File: config.mk
export PLATFORM = sky130hd
export DESIGN_NAME = positional_list_insert_delete
export DESIGN_NICKNAME = d
export VERILOG_FILES = /design/src/rtl/core/pli_pkg.sv /design/src/rtl/core/pli_cell.sv /design/src/rtl/core/positional_list_insert_delete.sv
export SDC_FILE = /design/constraint.sdc
export NUM_CORES = 2
export LEC_CHECK = 0
export BUFFER_PORTS_ARGS = -buffer_cell sky130_fd_sc_hd__buf_2
export CAP_MARGIN = 20
export CORE_MARGIN = 1.5
export CORE_UTILIZATION = 55
export DETAILED_ROUTE_END_ITERATION = 10
export PLACE_DENSITY = 0.75
export SLEW_MARGIN = 10
export SYNTH_ARGS = -nofsm -noshare
export SYNTH_HDL_FRONTEND = slang
export SYNTH_SLANG_ARGS = --single-unit
File: constraint.sdc
create_clock -name clk_i -period 6.2 [get_ports clk_i]
set_clock_uncertainty 0.05 [all_clocks]
set_input_delay 1.24 -clock clk_i [delete_from_list [all_inputs] [get_ports clk_i]]
set_output_delay 1.24 -clock clk_i [all_outputs]
set_load 0.05 [all_outputs]
File: src/rtl/core/pli_pkg.sv
// ----------------------------------------------------------------------------
// Positional list package
// Shared codes and types for the positional list and its storage cells.
// ----------------------------------------------------------------------------
package pli_pkg;

  // Field widths of the request and result transfers.
  localparam int unsigned ACT_W  = 2;
  localparam int unsigned POS_W  = 5;
  localparam int unsigned DATA_W = 32;
  localparam int unsigned STAT_W = 2;
  localparam int unsigned LEN_W  = 5;

  // Request codes.
  localparam logic [ACT_W-1:0] ACT_INSERT = 2'd0;
  localparam logic [ACT_W-1:0] ACT_DELETE = 2'd1;
  localparam logic [ACT_W-1:0] ACT_DUMP   = 2'd2;

  // Result status codes.
  localparam logic [STAT_W-1:0] STAT_OK      = 2'd0;
  localparam logic [STAT_W-1:0] STAT_BAD_POS = 2'd1;
  localparam logic [STAT_W-1:0] STAT_FULL    = 2'd2;
  localparam logic [STAT_W-1:0] STAT_EMPTY   = 2'd3;

  // Operation broadcast along the row of cells.
  typedef enum logic [1:0] {
    CELL_HOLD,
    CELL_INSERT,
    CELL_DELETE,
    CELL_ROTATE
  } cell_op_e;

  // Sequencer states.
  typedef enum logic [1:0] {
    ST_IDLE = 2'b01,
    ST_DUMP = 2'b10
  } state_e;

endpackage

File: src/rtl/core/pli_cell.sv
// ----------------------------------------------------------------------------
// Positional list storage cell
// Holds one list entry and moves data to or from its neighbours.
// ----------------------------------------------------------------------------
module pli_cell #(
  parameter int unsigned IdxW  = 4,
  parameter int unsigned Index = 0
) (
  input  logic                       clk_i,
  input  pli_pkg::cell_op_e          op_i,
  input  logic [IdxW-1:0]            pos_idx_i,
  input  logic [IdxW-1:0]            tail_idx_i,
  input  logic [pli_pkg::DATA_W-1:0] value_i,
  input  logic [pli_pkg::DATA_W-1:0] left_i,
  input  logic [pli_pkg::DATA_W-1:0] right_i,
  input  logic [pli_pkg::DATA_W-1:0] head_i,
  output logic [pli_pkg::DATA_W-1:0] data_o
);
  import pli_pkg::*;

  localparam logic [IdxW-1:0] MyIdx = IdxW'(Index);

  logic [DATA_W-1:0] data_d, data_q;

  // Select the new entry from the broadcast operation and this cell's place.
  always_comb begin
    data_d = data_q;
    case (op_i)
      CELL_INSERT: begin
        if (MyIdx == pos_idx_i) begin
          data_d = value_i;
        end else if (MyIdx > pos_idx_i) begin
          data_d = left_i;
        end
      end
      CELL_DELETE: begin
        if (MyIdx >= pos_idx_i) begin
          data_d = right_i;
        end
      end
      CELL_ROTATE: begin
        if (MyIdx == tail_idx_i) begin
          data_d = head_i;
        end else if (MyIdx < tail_idx_i) begin
          data_d = right_i;
        end
      end
      default: data_d = data_q;
    endcase
  end

  // Entry storage needs no reset: only written entries are ever read.
  always_ff @(posedge clk_i) begin
    data_q <= data_d;
  end

  assign data_o = data_q;

endmodule

File: src/rtl/core/positional_list_insert_delete.sv
// ----------------------------------------------------------------------------
// Positional list with insert and delete at position
// Bounded ordered list of signed 32-bit values held in a row of cells.
// ----------------------------------------------------------------------------
// Usage: a request transfer carries action, position and value. Insert and
// delete use 1-based positions; each gives one result in the cycle after the
// request is taken, with status, the new length and last set. A dump gives
// one result per entry in order, one per cycle while the output is not
// stalled, with last on the final one; a dump of an empty list gives a
// single result with status empty. Every cell shifts in the same cycle.
// A dump rotates the occupied cells one place per cycle while the output
// is not stalled and reads the head cell; the list ends in original order.
// Action code 3 is taken and ignored.
// A request is taken in the cycle the previous result is transferred, so
// unstalled inserts and deletes follow back to back; a stalled result holds
// and stalls further requests until it is taken.
// Reset empties the list; entry storage itself is not cleared.
// ----------------------------------------------------------------------------
module positional_list_insert_delete #(
  parameter int unsigned DEPTH = 16
) (
  input  logic                       clk_i,
  input  logic                       rst_ni,
  input  logic                       in_valid_i,
  output logic                       in_stall_o,
  input  logic [pli_pkg::ACT_W-1:0]  action_i,
  input  logic [pli_pkg::POS_W-1:0]  position_i,
  input  logic signed [pli_pkg::DATA_W-1:0] value_i,
  output logic                       out_valid_o,
  input  logic                       out_stall_i,
  output logic [pli_pkg::STAT_W-1:0] status_o,
  output logic signed [pli_pkg::DATA_W-1:0] item_o,
  output logic [pli_pkg::LEN_W-1:0]  length_o,
  output logic                       last_o
);
  import pli_pkg::*;

  localparam int unsigned IdxW = (DEPTH > 1) ? $clog2(DEPTH) : 1;
  localparam int unsigned CntW = $clog2(DEPTH + 1);
  localparam int unsigned CmpW = ((CntW > POS_W) ? CntW : POS_W) + 1;

  // Sequencer and list length.
  state_e            state_d, state_q;
  logic [CntW-1:0]   count_d, count_q;
  logic [CntW-1:0]   dump_idx_d, dump_idx_q;

  // Result register.
  logic              out_valid_d, out_valid_q;
  logic [STAT_W-1:0] status_d, status_q;
  logic [DATA_W-1:0] item_d, item_q;
  logic [LEN_W-1:0]  length_d, length_q;
  logic              last_d, last_q;

  // Cell row.
  cell_op_e          cell_op;
  logic [IdxW-1:0]   pos_idx, tail_idx;
  logic [DATA_W-1:0] cell_data [DEPTH];

  logic              out_free, in_xfer;
  logic [CmpW-1:0]   pos_ext, cnt_ext;
  logic              ins_ok, del_ok, full, dump_end;

  assign out_free   = !out_valid_q || !out_stall_i;
  assign in_stall_o = !((state_q == ST_IDLE) && out_free);
  assign in_xfer    = in_valid_i && !in_stall_o;

  // Position checks.
  assign pos_ext  = CmpW'(position_i);
  assign cnt_ext  = CmpW'(count_q);
  assign ins_ok   = (pos_ext != '0) && (pos_ext <= cnt_ext + CmpW'(1));
  assign del_ok   = (pos_ext != '0) && (pos_ext <= cnt_ext);
  assign full     = (count_q == CntW'(DEPTH));
  assign pos_idx  = IdxW'(position_i - POS_W'(1));
  assign tail_idx = IdxW'(count_q - CntW'(1));
  assign dump_end = (dump_idx_q == count_q - CntW'(1));

  // Request decode, dump sequencing and result formation.
  always_comb begin
    state_d     = state_q;
    count_d     = count_q;
    dump_idx_d  = dump_idx_q;
    out_valid_d = out_valid_q && out_stall_i;
    status_d    = status_q;
    item_d      = item_q;
    length_d    = length_q;
    last_d      = last_q;
    cell_op     = CELL_HOLD;

    case (state_q)
      ST_IDLE: begin
        if (in_xfer) begin
          item_d = '0;
          last_d = 1'b1;
          case (action_i)
            ACT_INSERT: begin
              out_valid_d = 1'b1;
              if (!ins_ok) begin
                status_d = STAT_BAD_POS;
              end else if (full) begin
                status_d = STAT_FULL;
              end else begin
                status_d = STAT_OK;
                cell_op  = CELL_INSERT;
                count_d  = count_q + CntW'(1);
              end
            end
            ACT_DELETE: begin
              out_valid_d = 1'b1;
              if (!del_ok) begin
                status_d = STAT_BAD_POS;
              end else begin
                status_d = STAT_OK;
                cell_op  = CELL_DELETE;
                count_d  = count_q - CntW'(1);
              end
            end
            ACT_DUMP: begin
              out_valid_d = 1'b1;
              if (count_q == '0) begin
                status_d = STAT_EMPTY;
              end else begin
                // First entry goes out now; the rest follow one per cycle while the output is not stalled.
                status_d = STAT_OK;
                item_d   = cell_data[0];
                cell_op  = CELL_ROTATE;
                last_d   = (count_q == CntW'(1));
                if (count_q != CntW'(1)) begin
                  dump_idx_d = CntW'(1);
                  state_d    = ST_DUMP;
                end
              end
            end
            default: out_valid_d = out_valid_q && out_stall_i;
          endcase
          length_d = LEN_W'(count_d);
        end
      end
      ST_DUMP: begin
        if (out_free) begin
          out_valid_d = 1'b1;
          status_d    = STAT_OK;
          item_d      = cell_data[0];
          length_d    = LEN_W'(count_q);
          last_d      = dump_end;
          cell_op     = CELL_ROTATE;
          dump_idx_d  = dump_idx_q + CntW'(1);
          if (dump_end) begin
            state_d = ST_IDLE;
          end
        end
      end
      default: state_d = ST_IDLE;
    endcase
  end

  // Control registers.
  always_ff @(posedge clk_i or negedge rst_ni) begin
    if (!rst_ni) begin
      state_q     <= ST_IDLE;
      count_q     <= '0;
      dump_idx_q  <= '0;
      out_valid_q <= 1'b0;
    end else begin
      state_q     <= state_d;
      count_q     <= count_d;
      dump_idx_q  <= dump_idx_d;
      out_valid_q <= out_valid_d;
    end
  end

  // Result payload registers.
  always_ff @(posedge clk_i) begin
    status_q <= status_d;
    item_q   <= item_d;
    length_q <= length_d;
    last_q   <= last_d;
  end

  // Row of storage cells; end cells take their own entry as missing neighbour.
  for (genvar k = 0; k < DEPTH; k++) begin : g_cell
    pli_cell #(
      .IdxW  (IdxW),
      .Index (k)
    ) u_cell (
      .clk_i      (clk_i),
      .op_i       (cell_op),
      .pos_idx_i  (pos_idx),
      .tail_idx_i (tail_idx),
      .value_i    (value_i),
      .left_i     (cell_data[(k > 0) ? k - 1 : k]),
      .right_i    (cell_data[(k < DEPTH - 1) ? k + 1 : k]),
      .head_i     (cell_data[0]),
      .data_o     (cell_data[k])
    );
  end

  assign out_valid_o = out_valid_q;
  assign status_o    = status_q;
  assign item_o      = item_q;
  assign length_o    = length_q;
  assign last_o      = last_q;

endmodule
==> results.tsv <==
stage	metric	value	unit
die	Core Area	61830	sq um
die	Die Height	253.5	um
placed_design	gpl congestion	0.9139	
placed_design	port bufs	84	
sta	slew at the pin closest to its max-slew limit	1.197	ns
final_layout	Nets	2821	
global_routing	largest net degree at the start of global routing	127	
synthesis	FF+latch count, synth	565	
power	clock share of power	25.8	%
sta	final hold vios	0	
power	overall power	13620	uW
power	switching portion of total power	39.29	%
sta	fin crit period	5.158	ns
synthesis	Post-synth ARST share	2.301	%
cts	Clock Pin Slew Worst Setup and Hold Paths	0.06	ns
critical_path	nature of the critical path endpoint	flip-flop	
power	Pint	8267	uW
cts	# Post-CTS Setup Buffers	0	
die	# rows	91	
die	Die W	253.5	um
critical_path	Reg2Reg Launch Point	count_q[0]$_DFFE_PN0P_	
synthesis	synth top area cells	edfxtp_1 (48%), mux2i_1 (15%), o221ai_1 (9.7%)	
global_routing	initial antenna violation count	3	
routing	detail-routed net length per standard cell	32.02	um
sta	fin. max-slew vios	0	
synthesis	Syn Inst Count	2936	
placed_design	Final HPWL DP	65990	um
power	Flop pwr share	40.0	%
critical_path	WP data required	6.62	ns
synthesis	top cell type by total area after synthesis	edfxtp_1	
critical_path	Setup Crit Path Kind	flip-flop to flip-flop	
sta	Worst slew margin	20.17	%
cts	cts bufs inserted	61	
job	MaxCap Viol Count	0	
cts	clk buf depth	3	
critical_path	worst flop-to-flop path endpoint	g_cell[2].u_cell.data_o[21]$_DFFE_PP_	
cts	CTS sink cnt	565	
sta	final worst-path cycle share	83.19	%
final_layout	layout cells sized above 1	13.20	%
synthesis	number of synthesis warnings	0	
critical_path	Worst R2R Path Depth	11	
synthesis	sequential share of the synthesized area	48.97	%
synthesis	Syn Area/Cell	11.76	sq um
cts	Hold-fix buffers, CTS	0	
routing	Residual DRC	0	
synthesis	syn_nets	3004	
synthesis	Synth Flop Type	edfxtp_1	
synthesis	EDFF count, synth	552	
global_routing	GRT Overall Usage	35.85	%
synthesis	most numerous cell in the Yosys netlist	edfxtp_1	
power	Peak VDD IR	0.2764	mV
sta	setup TNS	0	ns
routing	Detail Route Antenna Nets	0	
die	Initial Utilization	55.83	%
sta	fmax	193.9	MHz
critical_path	Worst Path Arrival	5.57	ns
critical_path	r2r setup slk	1.04	ns
synthesis	synth unique cells	76	
power	leakage power	0.01337	uW
sta	RSZ-0062 raised after global routing	false	
routing	Total Wirelength	116600	um
routing	vias per std cell	7.748	
global_routing	vias in the first global route	27368	
synthesis	Post-synth top cells	edfxtp_1 (552), mux2i_1 (513), o211ai_1 (413)	
die	io pins	85	
routing	DR vias	28209	
synthesis	synthesized cell area	34520	sq um
power	PD cells	366.8	nW/um^2
final_layout	Area Overhead vs Synth	7.554	%
sta	# setup viols final	0	
worst_hold_path	HP Class	primary input to asynchronous set/reset pin	
cts	H-tree depth	2	
cts	CTS root buf	clkbuf_16	
global_routing	first-pass GRT wire length	174500	um
die	die area	64270	sq um
routing	initial DRC count	4136	
cts	Clk Latency, worst-skew pair	0.65	ns
global_routing	GRT overflow	0	
critical_path	nature of the critical path startpoint	flip-flop	
cts	TritonCTS clock tree	done	
cts	CTS resizes	0	
synthesis	Yosys top cell area share	48.02	%
power	combinational fraction of design power	34.1	%
routing	Initial DRT Pass Iterations	6	
power	switching pwr	5350	uW
status	status	complete, no violations	
critical_path	Max Fanout on Critical Path	21	
-- worst max-delay path by stage --
stage	cells after the start	to	startpoint	slack [ns]
CTS	11	g_cell[0].u_cell.data_o[22]$_DFFE_PP_	count_q[0]$_DFFE_PN0P_	1.22
floorplan	8	g_cell[3].u_cell.data_o[0]$_DFFE_PP_	position_i[4]	0.25
global route	11	g_cell[2].u_cell.data_o[20]$_DFFE_PP_	count_q[0]$_DFFE_PN0P_	0.82
global placement	9	g_cell[10].u_cell.data_o[23]$_DFFE_PP_	position_i[0]	1.14
detailed placement	9	g_cell[8].u_cell.data_o[18]$_DFFE_PP_	position_i[0]	1.03
finish	11	g_cell[2].u_cell.data_o[21]$_DFFE_PP_	count_q[0]$_DFFE_PN0P_	1.04
-- final cells by class --
class	instances	area (sq um)
clock inverter	37	242.7
sequential	565	16900
tap	837	1047
multi-input combinational	1932	15910
timing repair buffer	174	1349
antenna	2	5.005
clock buffer	75	1600
inverter	19	71.32
fill	4840	24700
-- through the flow --
stage / hold slack, ns / area [sq um] / setup slack [ns] / cells / utilization, %
after floorplan: 0.4531 / 34530 / 0.2509 / 2936 / -
after global placement: 0.4572 / 35130 / 1.136 / 3520 / 56.83
after detailed placement: 0.4775 / 35210 / 1.030 / 3524 / 56.95
after CTS: 0.4311 / 37050 / 1.217 / 3636 / 59.93
after global routing: 0.4575 / 37130 / 0.8177 / 3641 / 60.05
final: 0.4385 / 37130 / 1.042 / 3641 / 60.05
-- kinds of logic (layout without fill, tap and decap cells) --
logic type,Yosys count,after routing,synth area share [%]
compound gates,1010,1010,23.56
flops,565,565,48.97
mux,515,515,14.94
buf+inv,439,305,6.224
simple gates,367,367,4.977
fa+ha+maj,25,25,0.9062
xor+xnor,15,15,0.4205
other cells,0,2,0
-- routing by layer --
layer / share of wire [%] / routed length [um] / track usage (%) / vias up
met4: 5.8 / 6769 / 20.07 / 2
met1: 37 / 42900 / 46.99 / 13815
met2: 44 / 51750 / 54.14 / 2246
met5: 0.011 / 13 / 0 / -
li1: - / - / - / 11702
met3: 13 / 15140 / 9.290 / 444
-- sequential cells by signal, summed over array words and instances (netlist names) --
signal,count
status_o,2
state_q,2
dump_idx_q,5
out_valid_o,1
g_cell.u_cell.data_o,512
length_o,5
count_q,5
item_o,32
last_o,1
-- worst max-delay path, stage by stage, from the launching register on --
cell,delay (ns)
dfrtp_1,0.71
inv_1,0.18
ha_1,0.45
inv_1,0.13
ha_1,0.30
nor2b_1,0.13
o21bai_1,0.18
a31oi_2,0.33
o22ai_4,0.70
nand3_2,1.02
buf_4,0.55
o221ai_1,0.23
-- layout by cell type (no fill, tap or decap), drive strengths merged, types with 5 or more instances in the layout --
| cell | netlist | final |
|---|---|---|
| nand3 | 59 | 59 |
| inv | 18 | 19 |
| o31ai | 13 | 13 |
| nor3 | 18 | 18 |
| nand2b | 6 | 6 |
| o211ai | 413 | 413 |
| a211oi | 6 | 6 |
| a22oi | 6 | 6 |
| clkinv | 1 | 31 |
| xnor2 | 12 | 12 |
| a31oi | 7 | 7 |
| nor2 | 31 | 31 |
| a311oi | 10 | 10 |
| nor2b | 38 | 38 |
| nand2 | 181 | 181 |
| a21oi | 22 | 22 |
| a21o | 6 | 6 |
| o221ai | 413 | 413 |
| mux2i | 513 | 513 |
| buf | 243 | 174 |
| ha | 25 | 25 |
| dfrtp | 12 | 12 |
| o21ai | 83 | 83 |
| edfxtp | 552 | 552 |
| clkbuf | 177 | 75 |
| and2 | 5 | 5 |
-- power by group through the flow --
stage               Clock [uW]  Sequential [uW]  Combinational [uW]
finish                    3520             5450                4650
global route              3670             5510                4840
CTS                       3530             5440                4480
detailed placement           0             5510                4470
global placement             0             5490                4330
floorplan                    0             5740                2820
Power figures use the tool's default switching activity.
